===== src/hw/rtl/lcdcd_pkg.sv =====
// shared types and constants of the lcd controller command decoder
// command codes, decoded operation type and the item passed from front to back
// no dependencies
package lcdcd_pkg;

	localparam logic [7:0] CMD_PAGE_BASE  = 8'd176;
	localparam logic [7:0] CMD_COL_HIGH   = 8'h10;
	localparam logic [7:0] NIBBLE_MASK    = 8'h0F;
	localparam logic [7:0] CMD_RESET      = 8'hE2;
	localparam logic [7:0] CMD_NOP        = 8'hE3;
	localparam logic [7:0] CMD_VOLUME     = 8'h81;
	localparam logic [7:0] CMD_START_LINE = 8'h40;
	localparam logic [7:0] CMD_START_END  = 8'h80;
	localparam logic [7:0] CMD_DISPLAY    = 8'hAE;
	localparam logic [7:0] CMD_INVERSE    = 8'hA6;
	localparam logic [7:0] CMD_ALL_ON     = 8'hA4;
	localparam logic [7:0] CMD_BIAS       = 8'hA2;
	localparam logic [7:0] CMD_SEG        = 8'hA0;
	localparam logic [7:0] CMD_POWER      = 8'h28;
	localparam logic [7:0] CMD_POWER_END  = 8'h30;
	localparam logic [7:0] CMD_RATIO      = 8'h20;
	localparam logic [7:0] CMD_COM        = 8'hC0;
	localparam logic [7:0] PAIR_MASK      = 8'hFE;
	localparam logic [7:0] GROUP_MASK     = 8'hF0;

	localparam logic [5:0] VOLUME_RESET = 6'd32;

	// one-hot positions in status_flags
	localparam logic [5:0] FLAG_ON   = 6'h01;
	localparam logic [5:0] FLAG_INV  = 6'h02;
	localparam logic [5:0] FLAG_ALL  = 6'h04;
	localparam logic [5:0] FLAG_SEG  = 6'h08;
	localparam logic [5:0] FLAG_COM  = 6'h10;
	localparam logic [5:0] FLAG_BIAS = 6'h20;

	localparam int QUEUE_DEPTH = 2;

	typedef enum logic [3:0] {
		OP_DATA,
		OP_RESET,
		OP_VOLUME,
		OP_NOP,
		OP_COL_LO,
		OP_COL_HI,
		OP_RATIO,
		OP_POWER,
		OP_START,
		OP_FLAG,
		OP_PAGE,
		OP_UNKNOWN
	} op_t;

	typedef struct packed {
		op_t        op;
		logic [7:0] byte_val;
		logic [5:0] flag_mask;
		logic       flag_val;
	} item_t;

endpackage


===== src/hw/rtl/lcd_controller_command_decoder.sv =====
// lcd controller command decoder: one byte in, one result item out
// an accepted byte is stored in the queue, then executed into the output register
// throughput: one item per cycle when not stalled, set by the back end execute stage
// a two-entry queue between front and back absorbs input while a result is stalled
// reset: arst_n clears addresses, flags, power, ratio and start line, sets contrast to 32
// uses lcdcd_pkg, lcdcd_front, lcdcd_queue, lcdcd_back
module lcd_controller_command_decoder #(
	parameter int PAGES   = 8,
	parameter int COLUMNS = 132
) (
	input  logic       clk,
	input  logic       arst_n,
	input  logic       cmd_valid,
	output logic       cmd_stall,
	input  logic       is_data,
	input  logic [7:0] serial_byte,
	output logic       res_valid,
	input  logic       res_stall,
	output logic       ram_write,
	output logic [2:0] ram_page,
	output logic [7:0] ram_column,
	output logic [7:0] ram_data,
	output logic [5:0] status_flags,
	output logic [5:0] contrast_level,
	output logic [2:0] power_control,
	output logic [2:0] regulation_ratio,
	output logic [5:0] first_line,
	output logic       unknown_command
);
	import lcdcd_pkg::*;

	item_t front_item;
	item_t head_item;
	logic  q_full;
	logic  q_empty;
	logic  q_pop;

	assign cmd_stall = q_full;

	lcdcd_front u_front (
		.is_data     (is_data),
		.serial_byte (serial_byte),
		.item        (front_item)
	);

	lcdcd_queue u_queue (
		.clk       (clk),
		.arst_n    (arst_n),
		.push      (cmd_valid),
		.push_item (front_item),
		.full      (q_full),
		.pop       (q_pop),
		.empty     (q_empty),
		.head      (head_item)
	);

	lcdcd_back #(
		.PAGES   (PAGES),
		.COLUMNS (COLUMNS)
	) u_back (
		.clk              (clk),
		.arst_n           (arst_n),
		.q_empty          (q_empty),
		.q_head           (head_item),
		.q_pop            (q_pop),
		.res_valid        (res_valid),
		.res_stall        (res_stall),
		.ram_write        (ram_write),
		.ram_page         (ram_page),
		.ram_column       (ram_column),
		.ram_data         (ram_data),
		.status_flags     (status_flags),
		.contrast_level   (contrast_level),
		.power_control    (power_control),
		.regulation_ratio (regulation_ratio),
		.first_line       (first_line),
		.unknown_command  (unknown_command)
	);

endmodule


===== src/hw/rtl/lcdcd_front.sv =====
// front end: accepts a byte with its a0 flag and classifies it into an operation
// uses lcdcd_pkg; feeds lcdcd_queue
module lcdcd_front (
	input  logic             is_data,
	input  logic [7:0]       serial_byte,
	output lcdcd_pkg::item_t item
);
	import lcdcd_pkg::*;

	logic [7:0] pair;
	logic [7:0] group;

	assign pair  = serial_byte & PAIR_MASK;
	assign group = serial_byte & GROUP_MASK;

	always_comb begin
		item.op        = OP_UNKNOWN;
		item.byte_val  = serial_byte;
		item.flag_mask = '0;
		item.flag_val  = serial_byte[0];
		if (is_data) begin
			item.op = OP_DATA;
		end else if (serial_byte == CMD_RESET) begin
			item.op = OP_RESET;
		end else if (serial_byte == CMD_VOLUME) begin
			item.op = OP_VOLUME;
		end else if (serial_byte == CMD_NOP) begin
			item.op = OP_NOP;
		end else if (serial_byte < CMD_COL_HIGH) begin
			item.op = OP_COL_LO;
		end else if (serial_byte < CMD_RATIO) begin
			item.op = OP_COL_HI;
		end else if (serial_byte < CMD_POWER) begin
			item.op = OP_RATIO;
		end else if (serial_byte < CMD_POWER_END) begin
			item.op = OP_POWER;
		end else if (serial_byte >= CMD_START_LINE && serial_byte < CMD_START_END) begin
			item.op = OP_START;
		end else if (pair == CMD_SEG) begin
			item.op        = OP_FLAG;
			item.flag_mask = FLAG_SEG;
		end else if (pair == CMD_BIAS) begin
			item.op        = OP_FLAG;
			item.flag_mask = FLAG_BIAS;
		end else if (pair == CMD_ALL_ON) begin
			item.op        = OP_FLAG;
			item.flag_mask = FLAG_ALL;
		end else if (pair == CMD_INVERSE) begin
			item.op        = OP_FLAG;
			item.flag_mask = FLAG_INV;
		end else if (pair == CMD_DISPLAY) begin
			item.op        = OP_FLAG;
			item.flag_mask = FLAG_ON;
		end else if (group == CMD_PAGE_BASE) begin
			item.op = OP_PAGE;
		end else if (group == CMD_COM) begin
			// com direction comes from bit3, not bit0
			item.op        = OP_FLAG;
			item.flag_mask = FLAG_COM;
			item.flag_val  = serial_byte[3];
		end
	end

endmodule


===== src/hw/rtl/lcdcd_queue.sv =====
// short fifo of classified items between front and back
// uses lcdcd_pkg
module lcdcd_queue (
	input  logic             clk,
	input  logic             arst_n,
	input  logic             push,
	input  lcdcd_pkg::item_t push_item,
	output logic             full,
	input  logic             pop,
	output logic             empty,
	output lcdcd_pkg::item_t head
);
	import lcdcd_pkg::*;

	localparam int PTR_W = (QUEUE_DEPTH > 1) ? $clog2(QUEUE_DEPTH) : 1;
	localparam int CNT_W = $clog2(QUEUE_DEPTH + 1);
	localparam logic [PTR_W-1:0] LAST = PTR_W'(QUEUE_DEPTH - 1);
	localparam logic [CNT_W-1:0] FULL_CNT = CNT_W'(QUEUE_DEPTH);

	item_t            mem [QUEUE_DEPTH];
	logic [PTR_W-1:0] wr_ptr_q;
	logic [PTR_W-1:0] rd_ptr_q;
	logic [CNT_W-1:0] count_q;
	logic             do_push;
	logic             do_pop;

	assign full    = (count_q == FULL_CNT);
	assign empty   = (count_q == '0);
	assign do_push = push && !full;
	assign do_pop  = pop && !empty;
	assign head    = mem[rd_ptr_q];

	always_ff @(posedge clk) begin
		if (do_push) begin
			mem[wr_ptr_q] <= push_item;
		end
	end

	always_ff @(posedge clk or negedge arst_n) begin
		if (!arst_n) begin
			wr_ptr_q <= '0;
			rd_ptr_q <= '0;
			count_q  <= '0;
		end else begin
			if (do_push) begin
				wr_ptr_q <= (wr_ptr_q == LAST) ? '0 : wr_ptr_q + 1'b1;
			end
			if (do_pop) begin
				rd_ptr_q <= (rd_ptr_q == LAST) ? '0 : rd_ptr_q + 1'b1;
			end
			if (do_push && !do_pop) begin
				count_q <= count_q + 1'b1;
			end else if (do_pop && !do_push) begin
				count_q <= count_q - 1'b1;
			end
		end
	end

endmodule


===== src/hw/rtl/lcdcd_back.sv =====
// back end: carries out classified items on the controller registers
// and holds the result item in an output register; uses lcdcd_pkg
module lcdcd_back #(
	parameter int PAGES   = 8,
	parameter int COLUMNS = 132
) (
	input  logic             clk,
	input  logic             arst_n,
	input  logic             q_empty,
	input  lcdcd_pkg::item_t q_head,
	output logic             q_pop,
	output logic             res_valid,
	input  logic             res_stall,
	output logic             ram_write,
	output logic [2:0]       ram_page,
	output logic [7:0]       ram_column,
	output logic [7:0]       ram_data,
	output logic [5:0]       status_flags,
	output logic [5:0]       contrast_level,
	output logic [2:0]       power_control,
	output logic [2:0]       regulation_ratio,
	output logic [5:0]       first_line,
	output logic             unknown_command
);
	import lcdcd_pkg::*;

	localparam logic [4:0] PAGE_LIMIT = 5'(PAGES);
	localparam logic [8:0] COL_LIMIT  = 9'(COLUMNS);

	// controller registers
	logic [3:0] page_q;
	logic [7:0] column_q;
	logic       vol_pending_q;
	logic [5:0] mode_q;
	logic [5:0] volume_q;
	logic [2:0] power_q;
	logic [2:0] ratio_q;
	logic [5:0] start_q;

	logic [3:0] page_d;
	logic [7:0] column_d;
	logic       vol_pending_d;
	logic [5:0] mode_d;
	logic [5:0] volume_d;
	logic [2:0] power_d;
	logic [2:0] ratio_d;
	logic [5:0] start_d;

	logic       wr_d;
	logic [2:0] pg_d;
	logic [7:0] col_d;
	logic [7:0] dat_d;
	logic       unk_d;

	logic       out_valid_q;
	logic       wr_q;
	logic [2:0] pg_q;
	logic [7:0] col_q;
	logic [7:0] dat_q;
	logic       unk_q;

	logic       col_in_range;
	logic       page_in_range;

	assign q_pop         = !q_empty && (!out_valid_q || !res_stall);
	assign col_in_range  = ({1'b0, column_q} < COL_LIMIT);
	assign page_in_range = ({1'b0, page_q} < PAGE_LIMIT);

	always_comb begin
		page_d        = page_q;
		column_d      = column_q;
		vol_pending_d = vol_pending_q;
		mode_d        = mode_q;
		volume_d      = volume_q;
		power_d       = power_q;
		ratio_d       = ratio_q;
		start_d       = start_q;
		wr_d          = 1'b0;
		pg_d          = '0;
		col_d         = '0;
		dat_d         = '0;
		unk_d         = 1'b0;
		if (q_head.op == OP_DATA) begin
			if (page_in_range && col_in_range) begin
				wr_d  = 1'b1;
				pg_d  = page_q[2:0];
				col_d = column_q;
				dat_d = q_head.byte_val;
			end
			// column stops advancing once it reaches or passes the limit, never wraps
			if (col_in_range) begin
				column_d = column_q + 8'd1;
			end
		end else if (vol_pending_q) begin
			// any command byte after the volume command is the volume value
			volume_d      = q_head.byte_val[5:0];
			vol_pending_d = 1'b0;
		end else begin
			case (q_head.op)
				OP_RESET: begin
					page_d        = '0;
					column_d      = '0;
					vol_pending_d = 1'b0;
					mode_d        = '0;
					volume_d      = VOLUME_RESET;
					power_d       = '0;
					ratio_d       = '0;
					start_d       = '0;
				end
				OP_VOLUME: vol_pending_d = 1'b1;
				OP_NOP: ;
				OP_COL_LO: column_d = {column_q[7:4], q_head.byte_val[3:0] & NIBBLE_MASK[3:0]};
				OP_COL_HI: column_d = {q_head.byte_val[3:0] & NIBBLE_MASK[3:0], column_q[3:0]};
				OP_RATIO: ratio_d = q_head.byte_val[2:0];
				OP_POWER: power_d = q_head.byte_val[2:0];
				OP_START: start_d = q_head.byte_val[5:0];
				OP_FLAG: begin
					if (q_head.flag_val) begin
						mode_d = mode_q | q_head.flag_mask;
					end else begin
						mode_d = mode_q & ~q_head.flag_mask;
					end
				end
				OP_PAGE: page_d = q_head.byte_val[3:0];
				default: unk_d = 1'b1;
			endcase
		end
	end

	always_ff @(posedge clk or negedge arst_n) begin
		if (!arst_n) begin
			page_q        <= '0;
			column_q      <= '0;
			vol_pending_q <= 1'b0;
			mode_q        <= '0;
			volume_q      <= VOLUME_RESET;
			power_q       <= '0;
			ratio_q       <= '0;
			start_q       <= '0;
			out_valid_q   <= 1'b0;
		end else begin
			if (q_pop) begin
				page_q        <= page_d;
				column_q      <= column_d;
				vol_pending_q <= vol_pending_d;
				mode_q        <= mode_d;
				volume_q      <= volume_d;
				power_q       <= power_d;
				ratio_q       <= ratio_d;
				start_q       <= start_d;
				out_valid_q   <= 1'b1;
			end else if (!res_stall) begin
				out_valid_q <= 1'b0;
			end
		end
	end

	// result payload, held while stalled
	always_ff @(posedge clk) begin
		if (q_pop) begin
			wr_q  <= wr_d;
			pg_q  <= pg_d;
			col_q <= col_d;
			dat_q <= dat_d;
			unk_q <= unk_d;
		end
	end

	assign res_valid        = out_valid_q;
	assign ram_write        = wr_q;
	assign ram_page         = pg_q;
	assign ram_column       = col_q;
	assign ram_data         = dat_q;
	assign unknown_command  = unk_q;
	// register fields show the values left after the item
	assign status_flags     = mode_q;
	assign contrast_level   = volume_q;
	assign power_control    = power_q;
	assign regulation_ratio = ratio_q;
	assign first_line       = start_q;

endmodule


===== config.mk =====
export PLATFORM = sky130hd
export DESIGN_NAME = lcd_controller_command_decoder
export DESIGN_NICKNAME = d
export VERILOG_FILES = /design/src/hw/rtl/lcdcd_pkg.sv /design/src/hw/rtl/lcd_controller_command_decoder.sv /design/src/hw/rtl/lcdcd_front.sv /design/src/hw/rtl/lcdcd_queue.sv /design/src/hw/rtl/lcdcd_back.sv
export SDC_FILE = /design/constraint.sdc
export NUM_CORES = 1
export LEC_CHECK = 0
export BUFFER_PORTS_ARGS = -buffer_cell sky130_fd_sc_hd__buf_4
export CORE_MARGIN = 1.5
export CORE_UTILIZATION = 60
export DETAILED_ROUTE_END_ITERATION = 10
export PLACE_DENSITY = 0.83
export SYNTH_ARGS = -nofsm -noshare
export SYNTH_HDL_FRONTEND = slang
export SYNTH_SLANG_ARGS = --single-unit

===== constraint.sdc =====
create_clock -name clk -period 4.15 [get_ports clk]
set_clock_uncertainty 0.2 [all_clocks]
set_input_delay 0.2075 -clock clk [delete_from_list [all_inputs] [get_ports clk]]
set_output_delay 0.2075 -clock clk [all_outputs]
set_load 0.01 [all_outputs]

==> results of run 1 <==
flip-flops by register name, indices dropped and copies added (netlist names):
signal / flops
u_back.ram_data: 8
u_queue.rd_ptr_q: 1
u_back.column_q: 8
u_back.ram_write: 1
u_queue.count_q: 2
u_back.ram_page: 3
u_back.page_q: 4
u_back.ram_column: 8
u_back.regulation_ratio: 3
u_back.unknown_command: 1
u_back.power_control: 3
u_queue.mem: 38
u_back.res_valid: 1
u_back.contrast_level: 6
u_queue.wr_ptr_q: 1
u_back.first_line: 6
u_back.vol_pending_q: 1
u_back.status_flags: 6
per-layer routing:
metal  global-route usage  vias to the layer above  share of wire
met4               0.0769                        0          0.019
met3               0.0369                       15          0.036
met1                0.304                     1512           0.43
li1                     -                     1506              -
met2                0.422                       83           0.52
met5                    0                        -              0
worst paths after layout:
kind,start,endpoint,slack (ps),depth (start not counted)
worst max register to register,u_queue.rd_ptr_q$_DFFE_PN0P_,u_back.first_line[1]$_DFFE_PN0P_,1390,6
worst min register to register,u_back.contrast_level[5]$_DFFE_PN1P_,u_back.contrast_level[5]$_DFFE_PN1P_,270,2
max in group asynchronous,arst_n,u_back.column_q[3]$_DFFE_PN0P_,3170,2
min in group clk,u_back.contrast_level[5]$_DFFE_PN1P_,u_back.contrast_level[5]$_DFFE_PN1P_,270,2
worst max-delay path,u_queue.rd_ptr_q$_DFFE_PN0P_,u_back.first_line[1]$_DFFE_PN0P_,1390,6
worst min-delay path,arst_n,u_back.contrast_level[4]$_DFFE_PN0P_,180,2
metrics by stage:
step | util | instances | setup WS (ps) | instance area, um^2 | power [W]
3_5_place_dp | 0.695 | 515 | 1420 | 5040 | 0.00297
4_1_cts | 0.737 | 543 | 1400 | 5350 | 0.00357
3_3_place_gp | 0.695 | 515 | 1450 | 5040 | 0.00292
5_1_grt | 0.737 | 543 | 1200 | 5350 | 0.00378
6_report | 0.737 | 543 | 1390 | 5350 | 0.00355
2_1_floorplan | - | 364 | 1540 | 4490 | 0.00243
layout make-up:
class,instances,area (um^2),share of cell area
sequential,101,2820,0.528
multi-input combinational,241,1580,0.295
timing repair buffer,75,593,0.111
clock buffer,10,128,0.0239
tap,99,124,0.0232
clock inverter,6,61.3,0.0115
inverter,11,41.3,0.00772
placed cells by master, fill, tap and decap left out, drive strengths merged, types with 3 or more instances in the layout:
master	synthesis	routed
o211ai	4	4
dfrtp	41	41
mux2i	18	18
mux2	8	8
inv	11	12
buf	4	63
o21ai	27	27
or3b	4	4
dlygate4sd3	0	12
o22ai	7	7
nor4b	4	4
nand3b	5	5
nor3	6	6
a211oi	9	9
a21o	3	3
or3	6	6
nand3	12	12
clkbuf	7	10
xnor2	4	4
and2	14	14
xor2	6	6
nand2	33	33
edfxtp	59	59
nor2	19	19
a21oi	13	13
nor2b	5	5
and3	4	4
clkinv	0	3
power groups by stage:
stage | Combinational (W) | Clock (W) | Sequential (W)
3_3_place_gp | 0.00127 | 0 | 0.00165
3_5_place_dp | 0.00131 | 0 | 0.00166
6_report | 0.00132 | 0.000593 | 0.00164
4_1_cts | 0.00133 | 0.000601 | 0.00164
5_1_grt | 0.00146 | 0.000637 | 0.00168
2_1_floorplan | 0.000727 | 0 | 0.00170
synthesized netlist by cell type, types with 3 or more instances:
cell	number
sky130_fd_sc_hd__mux2i_1	18
sky130_fd_sc_hd__nand2_1	33
sky130_fd_sc_hd__a21oi_1	13
sky130_fd_sc_hd__dfrtp_1	41
sky130_fd_sc_hd__and2_1	14
sky130_fd_sc_hd__or3_1	4
sky130_fd_sc_hd__mux2_4	3
sky130_fd_sc_hd__nor2_1	19
sky130_fd_sc_hd__nor2b_1	5
sky130_fd_sc_hd__inv_1	11
sky130_fd_sc_hd__mux2_2	5
sky130_fd_sc_hd__xnor2_1	4
sky130_fd_sc_hd__o211ai_1	4
sky130_fd_sc_hd__clkbuf_1	7
sky130_fd_sc_hd__nor4b_1	4
sky130_fd_sc_hd__xor2_1	6
sky130_fd_sc_hd__nand3_1	12
sky130_fd_sc_hd__a21o_1	3
sky130_fd_sc_hd__a211oi_1	9
sky130_fd_sc_hd__o22ai_1	7
sky130_fd_sc_hd__edfxtp_1	59
sky130_fd_sc_hd__o21ai_0	27
sky130_fd_sc_hd__or3b_2	3
sky130_fd_sc_hd__nand3b_1	5
sky130_fd_sc_hd__nor3_1	6
sky130_fd_sc_hd__and3_1	4
logic make-up (layout without fill, tap and decap cells):
group,after synthesis,count (layout)
buf+inv,22,102
xor+xnor,10,10
flops,101,101
fa+ha+maj,2,2
compound gates,82,82
mux,26,26
simple gates,121,121
==> tab_implementation.tex, run 1 <==
\begin{tabular}{lr}
\hline
Metric & Value \\
\hline
\multicolumn{2}{l}{\textbf{Status}} \\
Run status & finished clean \\
\multicolumn{2}{l}{\textbf{STA}} \\
Slew HR & 0.370 \\
Part of the cycle the worst path needs & 0.664 \\
Worst hold-check slack & 185 ps \\
RSZ-0062 raised after global routing & false \\
Max-slew violations & 0 \\
Final setup violation count & 0 \\
Fin crit period & about 2800 ps \\
Final-layout setup total negative slack & 0 ps \\
Worst Tran Pin Value & slightly above 900 ps \\
Number of failing hold endpoints at the final stage & 0 \\
Fmax & between 0.3 and 0.4 GHz \\
\multicolumn{2}{l}{\textbf{Final layout}} \\
Area added between synthesis and finish & 19.0\% \\
Proportion of layout cells with a drive suffix above 1 & 0.212 \\
Final-stage net count & 454 \\
Diode insertion count for antenna repair & 0 \\
\# fillers & 500 \\
\multicolumn{2}{l}{\textbf{Detailed routing}} \\
Count of routing violations after the opening detailed-route iteration & around 230 \\
Detailed-route wire length per cell & $\sim$16 um \\
Number of vias after detailed routing & just over 3,000 \\
Count of nets left with antenna violations after detail routing & 0 \\
Detailed Routing Iterations Pass 1 & 4 \\
DRC & 0 \\
Detailed Route WL & 8.81 mm \\
Via density & about 5.7 \\
\multicolumn{2}{l}{\textbf{Synthesis}} \\
Fraction of synthesized area in multiplexers & 0.0626 \\
Number of synthesized flops with an enable pin & slightly below 60 \\
Biggest area consumer among synthesized cells & sky130\_fd\_sc\_hd\_\_edfxtp\_1 \\
Xor and xnor fraction of the mapped netlist area & 0.0195 \\
Sequential cell area fraction in the yosys report & 0.628 \\
Post-synthesis sequential element count & just over 100 \\
Largest family of logic cells by synthesized area & simple AND/OR/NAND/NOR gates \\
Number of warnings reported in the yosys synthesis log & 0 \\
Share of the synthesized area in compound gates (AO/OA/AOI/OAI) & 0.119 \\
Simple-gate area share of the yosys netlist & 0.145 \\
Synth top area share & 0.394 \\
Top flip-flop cell by instance count after synthesis & sky130\_fd\_sc\_hd\_\_edfxtp\_1 \\
Largest cells by area after synthesis & sky130\_fd\_sc\_hd\_\_edfxtp\_1 (39\%), sky130\_fd\_sc\_hd\_\_dfrtp\_1 (23\%), sky130\_fd\_sc\_hd\_\_mux2i\_1 (4.0\%), sky130\_fd\_sc\_hd\_\_o21ai\_0 (3.0\%), sky130\_fd\_sc\_hd\_\_nand2\_1 (2.8\%) \\
Adder-cell area share of the yosys netlist & 0.00557 \\
Synth cell types & 54 \\
Synthesized Nets & between 300 and 400 \\
Gate count after technology mapping & 364 \\
Mean post-synth cell area & 12.3 um\^{}2 \\
Async S/R FF share, synth & 0.416 \\
Area of the mapped netlist & 4490 um\^{}2 \\
\multicolumn{2}{l}{\textbf{Job}} \\
Max\_cap viols & 0 \\
\multicolumn{2}{l}{\textbf{Pwr}} \\
PD cells & approximately 660 nW/um\^{}2 \\
Cell internal pwr & 0.00229 W \\
Gate power share & 0.371 \\
Clock network power share & 0.167 \\
Sequential share of power & 0.462 \\
Worst IR drop on VDD & 0.000327 V \\
Switching portion of total power & 0.357 \\
Lkg Pwr & 2.24 nW \\
Net Sw Power & $\sim$0.0013 W \\
\multicolumn{2}{l}{\textbf{Die}} \\
Row cnt & 31 \\
Core area & roughly 7300 um\^{}2 \\
Effective utilization at floorplan & 0.620 \\
I/O pin count & 60 \\
Die height & 89.5 um \\
Die area & 8020 um\^{}2 \\
Die span in x & 89.5 um \\
\multicolumn{2}{l}{\textbf{GRT}} \\
Wire length of the first global-routing pass & 14.4 mm \\
Gr ovfl total & 0 \\
Via count of the first global-routing pass & 2,939 \\
GRT Util Overall & 0.240 \\
Antenna violations before repair & 0 \\
Largest net degree at the start of global routing & 43 \\
\multicolumn{2}{l}{\textbf{Clock network}} \\
Worst-skew pair later-pin latency & 340 ps \\
Clock-pin transition on the worst setup and hold timing paths & 100 ps \\
Post-CTS sizing & 0 \\
Number of buffers on the longest clock path & 2 \\
Clock tree from TritonCTS & done \\
Count of H-tree levels built during CTS & 3 \\
Number of buffers added by the clock tree synthesis step & 9 \\
CTS root buf & sky130\_fd\_sc\_hd\_\_clkbuf\_8 \\
Hold-fix buffers at CTS & 12 \\
Post CTS Setup Buffer Count & 0 \\
Clock sinks & 101 \\
\multicolumn{2}{l}{\textbf{Worst setup path}} \\
Critical Path, Cell by Cell & buf\_4 -> or3b\_2 -> a211oi\_1 -> o21ai\_0 -> nand2\_1 -> o21ai\_0 \\
Required arrival time at the worst endpoint & $\sim$4100 ps \\
Setup CP Type & reg2reg \\
Biggest cell delay along the critical path & between 500 and 600 ps \\
Nature of the critical path endpoint & register \\
Crit path DAT & between 2000 and 3000 ps \\
Most common cell type on the critical path & sky130\_fd\_sc\_hd\_\_o21ai\_0 \\
Cell class contributing the biggest share of worst-path delay & compound AO/OA/AOI/OAI gates \\
Category of the worst setup path launch point & register \\
Critical-path top delay cell & sky130\_fd\_sc\_hd\_\_a211oi\_1 \\
Peak fanout along the critical path & 32 \\
Buffers \& Inverters on Critical Path & 1 \\
\multicolumn{2}{l}{\textbf{Place}} \\
Gpl congestion & 0.923 \\
Port Buffers & 59 \\
Detailed placement HPWL & 6.09 mm \\
\multicolumn{2}{l}{\textbf{Hold path}} \\
Type of the worst min-delay path & in2async \\
\hline
\end{tabular}
No activity file was read; power rests on OpenSTA's default activity.
==> run 2: changes to the inputs <==
Settings changed: CORE_UTILIZATION 60 to 57, PLACE_DENSITY 0.83 to 0.79.
Clock period 4.15 ns to 2.71 ns, I/O delays scaled along.
==> run 2 against run 1 <==
Against the previous run: core utilization fell by 1.7 points; count of clock-buffer cells in the layout rose by 1; critical endpoint is now u_back.column_q[3]$_DFFE_PN0P_; global-route usage fell by 0.24 points; flip-flop and latch count did not move; non-clock buffer count rose by 22; hold slack got worse by 63 ps; critical path depth fell by 1; setup slack got worse by 1300 ps; register-to-register slack got worse by 1300 ps; wire length rose by 5.4%; largest cell class unchanged; power rose by 60%.
==> tab_implementation.tex, run 2 (synthesized netlist as in run 1, its figures left out) <==
\begin{tabular}{lr}
\hline
Metric & Value \\
\hline
\multicolumn{2}{l}{\textbf{Job}} \\
Max\_cap viols & 0 (unchanged) \\
\multicolumn{2}{l}{\textbf{Worst setup path}} \\
Biggest cell delay along the critical path & 480 ps (-60 ps) \\
Peak fanout along the critical path & 7 (-78\%) \\
Start point of the critical path & u\_queue.rd\_ptr\_q\$\_DFFE\_PN0P\_ \\
Critical Path, Cell by Cell & or3b\_4 -> a211o\_4 -> mux2\_4 -> or3\_4 -> mux2\_4 \\
End of the worst register-to-register path & u\_back.column\_q[3]\$\_DFFE\_PN0P\_ \\
Most common cell type on the critical path & sky130\_fd\_sc\_hd\_\_mux2\_4 \\
Critical-path top delay cell & sky130\_fd\_sc\_hd\_\_dfrtp\_1 \\
Setup CP Type & reg2reg \\
Category of the worst setup path launch point & register \\
CP Capture Point & u\_back.column\_q[3]\$\_DFFE\_PN0P\_ \\
Nature of the critical path endpoint & register \\
Crit path DAT & 2680 ps (-70 ps) \\
Register-to-register setup slack & 80 ps (-1320 ps) \\
Source of the worst register-to-register timing path & u\_queue.rd\_ptr\_q\$\_DFFE\_PN0P\_ \\
Worst reg-to-reg path cell count & 5 (-1) \\
Required arrival time at the worst endpoint & 2760 ps (-1380 ps) \\
\multicolumn{2}{l}{\textbf{Clock network}} \\
Clock tree from TritonCTS & done \\
Clock-pin transition on the worst setup and hold timing paths & 90 ps (about the same) \\
Worst-skew pair later-pin latency & 360 ps (+20 ps) \\
Number of buffers added by the clock tree synthesis step & 9 (unchanged) \\
Post-CTS sizing & 0 (unchanged) \\
Count of H-tree levels built during CTS & 3 (unchanged) \\
Number of buffers on the longest clock path & 2 (unchanged) \\
Clock sinks & 101 (unchanged) \\
CTS root buf & sky130\_fd\_sc\_hd\_\_clkbuf\_8 \\
\multicolumn{2}{l}{\textbf{Place}} \\
Port Buffers & 59 (unchanged) \\
Count of placed standard cells including taps & 540 (+4.9\%) \\
Gpl congestion & 0.905 (-2.0\%) \\
Detailed placement HPWL & 6.69 mm (+9.9\%) \\
\multicolumn{2}{l}{\textbf{Final layout}} \\
Core Util, Final & 0.720 (-0.0174) \\
Commonest cells after routing, fill and taps aside & sky130\_fd\_sc\_hd\_\_buf\_4 (85), sky130\_fd\_sc\_hd\_\_edfxtp\_1 (59), sky130\_fd\_sc\_hd\_\_dfrtp\_1 (41), sky130\_fd\_sc\_hd\_\_nand2\_1 (33), sky130\_fd\_sc\_hd\_\_o21ai\_0 (27) \\
FF/Latch Area & 2820 um\^{}2 (unchanged) \\
Final-stage net count & 476 (+4.8\%) \\
Area added between synthesis and finish & 23.2\% \\
Commonest non-fill, non-tap cell in the layout & sky130\_fd\_sc\_hd\_\_buf\_4 \\
Biggest register & u\_queue.mem \\
Proportion of layout cells with a drive suffix above 1 & 0.247 (+0.0351) \\
Multi-input gate area & 1580 um\^{}2 (unchanged) \\
Diode insertion count for antenna repair & 0 (unchanged) \\
Max reg flops & 38 (unchanged) \\
Finished Layout Cells & 568 (+4.6\%) \\
\# fillers & 530 (+6.0\%) \\
\multicolumn{2}{l}{\textbf{Detailed routing}} \\
Count of nets left with antenna violations after detail routing & 0 (unchanged) \\
DRC & 0 (unchanged) \\
Detailed Route WL & 9.28 mm (+5.4\%) \\
Via density & 5.66 (-1.4\%) \\
Detailed-route wire length per cell & 16.3 um (+0.78\%) \\
Count of routing violations after the opening detailed-route iteration & 202 (-10\%) \\
Number of vias after detailed routing & 3,214 (+3.1\%) \\
Detailed Routing Iterations Pass 1 & 4 (unchanged) \\
\multicolumn{2}{l}{\textbf{Pwr}} \\
Overall Power & 0.00569 W (+60\%) \\
Lkg Pwr & 2.36 nW (+5.2\%) \\
PD cells & 1030 nW/um\^{}2 (+55\%) \\
Worst IR drop on VDD & 0.000531 V (+63\%) \\
\multicolumn{2}{l}{\textbf{STA}} \\
Final setup violation count & 0 (unchanged) \\
Fin crit period & 2630 ps (-124 ps) \\
Final-layout setup total negative slack & 0 ps (unchanged) \\
RSZ-0062 raised after global routing & false \\
Worst Tran Pin Value & 659 ps (-259 ps) \\
Max-slew violations & 0 (unchanged) \\
Slew HR & 0.556 (+0.185) \\
Part of the cycle the worst path needs & 0.971 (+0.307) \\
Fmax & 0.380 GHz (+4.7\%) \\
Number of failing hold endpoints at the final stage & 0 (unchanged) \\
\multicolumn{2}{l}{\textbf{Die}} \\
Die span in x & 91.8 um (+2.5\%) \\
Die height & 91.8 um (+2.5\%) \\
Core area & 7690 um\^{}2 (+6.0\%) \\
Row cnt & 32 (+3.2\%) \\
I/O pin count & 60 (unchanged) \\
Die area & 8430 um\^{}2 (+5.1\%) \\
Effective utilization at floorplan & 0.585 (-0.0350) \\
\multicolumn{2}{l}{\textbf{GRT}} \\
GRT Util Overall & 0.237 (-0.00245) \\
Wire length of the first global-routing pass & 15.3 mm (+6.4\%) \\
Largest net degree at the start of global routing & 43 (unchanged) \\
Antenna violations before repair & 0 (unchanged) \\
Via count of the first global-routing pass & 3,142 (+6.9\%) \\
Gr ovfl total & 0 (unchanged) \\
\multicolumn{2}{l}{\textbf{Hold path}} \\
Type of the worst min-delay path & in2async \\
\multicolumn{2}{l}{\textbf{Status}} \\
Run status & finished clean \\
\hline
\end{tabular}
-- run 2: layout make-up --
| type | count | share of cell area |
|---|---|---|
| clock buffers | 11 | 0.0276 |
| inverters | 11 | 0.00746 |
| clock inverters | 5 | 0.00972 |
| well taps | 102 | 0.0231 |
| repair buffers | 97 | 0.137 |
| multi-input cells | 241 | 0.285 |
| flip-flops and latches | 101 | 0.510 |
-- run 2: power by group --
group	switching [W]	internal, W	total (W)
Clock	0.000493	0.000483	0.000975
Sequential	0.000287	0.00221	0.00250
Combinational	0.00122	0.00100	0.00222
-- run 2: through the flow --
step | setup slack [ps] | instance area [um^2] | hold WS [ps]
after floorplan | 102 | 4490 | -360
after global placement | 176 | 5210 | -51.0
after detailed placement | 107 | 5210 | -45.8
after CTS | 98.4 | 5540 | 94.6
after global routing | 30.1 | 5540 | 153
final | 78.6 | 5540 | 122
-- run 2: per-layer routing --
metal  wire length, um  GRT usage  up-vias
li1                  -          -     1551
met5                 0          0        -
met2              4760      0.409       78
met1              4000      0.295     1560
met3               293     0.0340       25
met4               231      0.114        0
-- run 2: what timing repair did --
action,4_1_cts,5_1_grt
endpoints found under the hold margin,80,0
hold buffers,12,0
setup buffers,0,0
setup endpoints to repair,0,0
-- run 2: worst min-delay path by stage --
stage | start | end | slack [ps] | cells after the start
after detailed placement | arst_n | u_back.res_valid$_DFFE_PN0P_ | -50 | 1
after CTS | arst_n | u_queue.count_q[1]$_DFFE_PN0P_ | 90 | 2
final | arst_n | u_back.first_line[2]$_DFFE_PN0P_ | 120 | 2
after floorplan | arst_n | u_back.column_q[0]$_DFFE_PN0P_ | -360 | 0
after global placement | arst_n | u_back.res_valid$_DFFE_PN0P_ | -50 | 1
after global routing | arst_n | u_back.first_line[0]$_DFFE_PN0P_ | 150 | 2
-- run 2: critical path: cells and delay by family, from the launching register on --
kind,cells,cell delay (ps)
DFF,1,480
and+or+nand+nor,2,860
AOI/OAI and AO/OA,1,350
muxes,2,620
==> run 3: changes to the inputs <==
Settings changed: CAP_MARGIN set to 15, HOLD_SLACK_MARGIN set to 0.15, PLACE_DENSITY 0.79 to unset, PLACE_DENSITY_LB_ADDON set to 0.25.
==> run 3 against run 2 <==
Against the previous run: sequential share of layout area is essentially flat; first-iteration DRC count shrank 13%; largest power group unchanged; setup slack gained 40 ps; cell count grew 0.53%; final area is essentially flat; largest cell class unchanged; highest routed layer unchanged.
==> tab_implementation.tex, run 3 (synthesized netlist as in run 1, its figures left out) <==
\begin{tabular}{lr}
\hline
Metric & Value \\
\hline
\multicolumn{2}{l}{\textbf{Status}} \\
Run status & finished clean \\
\multicolumn{2}{l}{\textbf{STA}} \\
RSZ-0062 raised after global routing & false \\
Slew HR & 0.605 (+0.0487) \\
Final setup violation count & 0 (unchanged) \\
Worst Tran Pin Value & 587 ps (-72.3 ps) \\
Fin crit period & 2590 ps (-40.1 ps) \\
Number of failing hold endpoints at the final stage & 0 (unchanged) \\
Fmax & 0.386 GHz (+1.5\%) \\
Final-layout setup total negative slack & 0 ps (unchanged) \\
Max-slew violations & 0 (unchanged) \\
Part of the cycle the worst path needs & 0.956 (-0.0148) \\
Least setup slack across all paths after layout & 119 ps (+40.1 ps) \\
\multicolumn{2}{l}{\textbf{Pwr}} \\
Switching portion of total power & 0.358 (+0.00679) \\
Gate power share & 0.404 (+0.014) \\
Cell internal pwr & 0.00358 W (-3.0\%) \\
Worst IR drop on VDD & 0.000581 V (+9.3\%) \\
PD cells & 1010 nW/um\^{}2 (-2.0\%) \\
Net Sw Power & 0.00199 W (about the same) \\
Lkg Pwr & 2.35 nW (-0.17\%) \\
Sequential share of power & 0.445 (+0.006) \\
Clock network power share & 0.151 (-0.020) \\
\multicolumn{2}{l}{\textbf{Die}} \\
Die span in x & 91.8 um (unchanged) \\
Die area & 8430 um\^{}2 (unchanged) \\
Core area & 7690 um\^{}2 (unchanged) \\
Row cnt & 32 (unchanged) \\
Die height & 91.8 um (unchanged) \\
I/O pin count & 60 (unchanged) \\
Effective utilization at floorplan & 0.585 (unchanged) \\
\multicolumn{2}{l}{\textbf{Clock network}} \\
CTS root buf & sky130\_fd\_sc\_hd\_\_clkbuf\_8 \\
Number of buffers added by the clock tree synthesis step & 9 (unchanged) \\
Post-CTS sizing & 0 (unchanged) \\
Clock-pin transition on the worst setup and hold timing paths & 90 ps (about the same) \\
Hold-fix buffers at CTS & 14 (+2) \\
Post CTS Setup Buffer Count & 0 (unchanged) \\
Clock tree from TritonCTS & done \\
Number of buffers on the longest clock path & 2 (unchanged) \\
Worst-skew pair later-pin latency & 370 ps (about the same) \\
Count of H-tree levels built during CTS & 3 (unchanged) \\
Clock sinks & 101 (unchanged) \\
\multicolumn{2}{l}{\textbf{Final layout}} \\
\# fillers & 538 (+1.5\%) \\
Proportion of layout cells with a drive suffix above 1 & 0.247 (+0.000554) \\
Final-stage net count & 479 (+0.63\%) \\
Commonest non-fill, non-tap cell in the layout & sky130\_fd\_sc\_hd\_\_buf\_4 \\
Max reg flops & 38 (unchanged) \\
Final instance area & 5540 um\^{}2 (about the same) \\
Commonest cells after routing, fill and taps aside & sky130\_fd\_sc\_hd\_\_buf\_4 (86), sky130\_fd\_sc\_hd\_\_edfxtp\_1 (59), sky130\_fd\_sc\_hd\_\_dfrtp\_1 (41), sky130\_fd\_sc\_hd\_\_nand2\_1 (33), sky130\_fd\_sc\_hd\_\_o21ai\_0 (27) \\
Area added between synthesis and finish & 23.2\% (about the same) \\
Biggest register & u\_queue.mem \\
Core Util, Final & 0.720 (about the same) \\
Finished Layout Cells & 571 (+0.53\%) \\
Diode insertion count for antenna repair & 0 (unchanged) \\
\multicolumn{2}{l}{\textbf{Worst setup path}} \\
Nature of the critical path endpoint & register \\
Crit path DAT & 2650 ps (-30 ps) \\
Register-to-register setup slack & 120 ps (+40 ps) \\
Worst reg-to-reg path cell count & 5 (unchanged) \\
End of the worst register-to-register path & u\_back.column\_q[1]\$\_DFFE\_PN0P\_ \\
Peak fanout along the critical path & 7 (unchanged) \\
Setup CP Type & reg2reg \\
Category of the worst setup path launch point & register \\
Required arrival time at the worst endpoint & 2760 ps (about the same) \\
Source of the worst register-to-register timing path & u\_queue.rd\_ptr\_q\$\_DFFE\_PN0P\_ \\
\multicolumn{2}{l}{\textbf{Detailed routing}} \\
Via density & 5.56 (-1.7\%) \\
Detailed Route WL & 9.47 mm (+2.1\%) \\
Count of routing violations after the opening detailed-route iteration & 176 (-13\%) \\
Detailed-route wire length per cell & 16.6 um (+1.5\%) \\
DRC & 0 (unchanged) \\
Detailed Routing Iterations Pass 1 & 5 (+1) \\
Count of nets left with antenna violations after detail routing & 0 (unchanged) \\
Number of vias after detailed routing & 3,177 (-1.2\%) \\
\multicolumn{2}{l}{\textbf{GRT}} \\
Via count of the first global-routing pass & 3,195 (+1.7\%) \\
Wire length of the first global-routing pass & 15.9 mm (+3.7\%) \\
Antenna violations before repair & 0 (unchanged) \\
Largest net degree at the start of global routing & 42 (-2.3\%) \\
GRT Util Overall & 0.245 (+0.00834) \\
Gr ovfl total & 0 (unchanged) \\
\multicolumn{2}{l}{\textbf{Place}} \\
Placement Setup Slack & 143 ps (+35.9 ps) \\
Instance area at placement & 5220 um\^{}2 (+0.14\%) \\
Detailed placement HPWL & 6.63 mm (-0.87\%) \\
Gpl congestion & 0.941 (+4.0\%) \\
Count of placed standard cells including taps & 541 (+0.19\%) \\
Port Buffers & 59 (unchanged) \\
\multicolumn{2}{l}{\textbf{Hold path}} \\
Type of the worst min-delay path & reg2reg \\
Terminating pin of the worst hold path & u\_back.contrast\_level[5]\$\_DFFE\_PN1P\_ \\
Worst Hold Path Cells & 2 \\
Origin of the worst min-delay path & u\_back.contrast\_level[5]\$\_DFFE\_PN1P\_ \\
\multicolumn{2}{l}{\textbf{Job}} \\
Max\_cap viols & 0 (unchanged) \\
\hline
\end{tabular}
## run 3: cell types whose count changed in the layout (fill, tap and decap cells not counted), sizes merged
cell,previous run,this run
bufinv,1,0
clkbuf,11,12
clkinv,2,3
buf,85,87
inv,13,11
dlygate4sd3,12,13
clkinvlp,0,1
## run 3: power by group through the flow
stage,logic (W),registers (W),clock network (W)
2_1_floorplan,0.00111,0.00261,0
3_3_place_gp,0.00217,0.00250,0
3_5_place_dp,0.00223,0.00252,0
4_1_cts,0.00226,0.00249,0.000856
5_1_grt,0.00246,0.00254,0.000915
6_report,0.00225,0.00248,0.000840
## run 3: layer usage
metal / global-route usage / vias to the layer above / routed length (um)
met3: 0.0390 / 15 / 401
met5: 0 / - / 0
li1: - / 1563 / -
met2: 0.433 / 76 / 4900
met4: 0.0987 / 0 / 165
met1: 0.302 / 1523 / 4000
## run 3: through the flow
| step | total power (W) | hold WS (ps) |
|---|---|---|
| 2_1_floorplan | 0.00372 | -360 |
| 3_3_place_gp | 0.00467 | -52.2 |
| 3_5_place_dp | 0.00475 | -39.7 |
| 4_1_cts | 0.00560 | 285 |
| 5_1_grt | 0.00592 | 307 |
| 6_report | 0.00557 | 283 |
## run 3: final cells by class
type                       instances  area, um^2  area share
timing repair buffer             100         796       0.144
inverter                          11        41.3     0.00746
sequential                       101        2820       0.510
multi-input combinational        241        1580       0.285
clock inverter                     4        25.0     0.00452
clock buffer                      12         145      0.0262
tap                              102         128      0.0231
## run 3: how the worst max path moves through the flow
stage | start | to | slack [ps] | cells after the start
floorplan | u_queue.rd_ptr_q$_DFFE_PN0P_ | u_back.column_q[1]$_DFFE_PN0P_ | 100 | 6
global placement | u_queue.rd_ptr_q$_DFFE_PN0P_ | u_back.column_q[3]$_DFFE_PN0P_ | 180 | 5
detailed placement | u_queue.rd_ptr_q$_DFFE_PN0P_ | u_back.column_q[1]$_DFFE_PN0P_ | 140 | 5
CTS | u_queue.rd_ptr_q$_DFFE_PN0P_ | u_back.column_q[1]$_DFFE_PN0P_ | 120 | 5
global route | u_queue.rd_ptr_q$_DFFE_PN0P_ | u_back.ram_column[1]$_SDFFCE_PN0P_ | 30 | 6
finish | u_queue.rd_ptr_q$_DFFE_PN0P_ | u_back.column_q[1]$_DFFE_PN0P_ | 120 | 5
## run 3: worst max-delay path: stages, from the launching register on
cell and delay [ps]:
sky130_fd_sc_hd__dfrtp_1 460, sky130_fd_sc_hd__or3b_4 440, sky130_fd_sc_hd__a211o_4 350, sky130_fd_sc_hd__mux2_4 310, sky130_fd_sc_hd__or3_4 420, sky130_fd_sc_hd__mux2_4 300
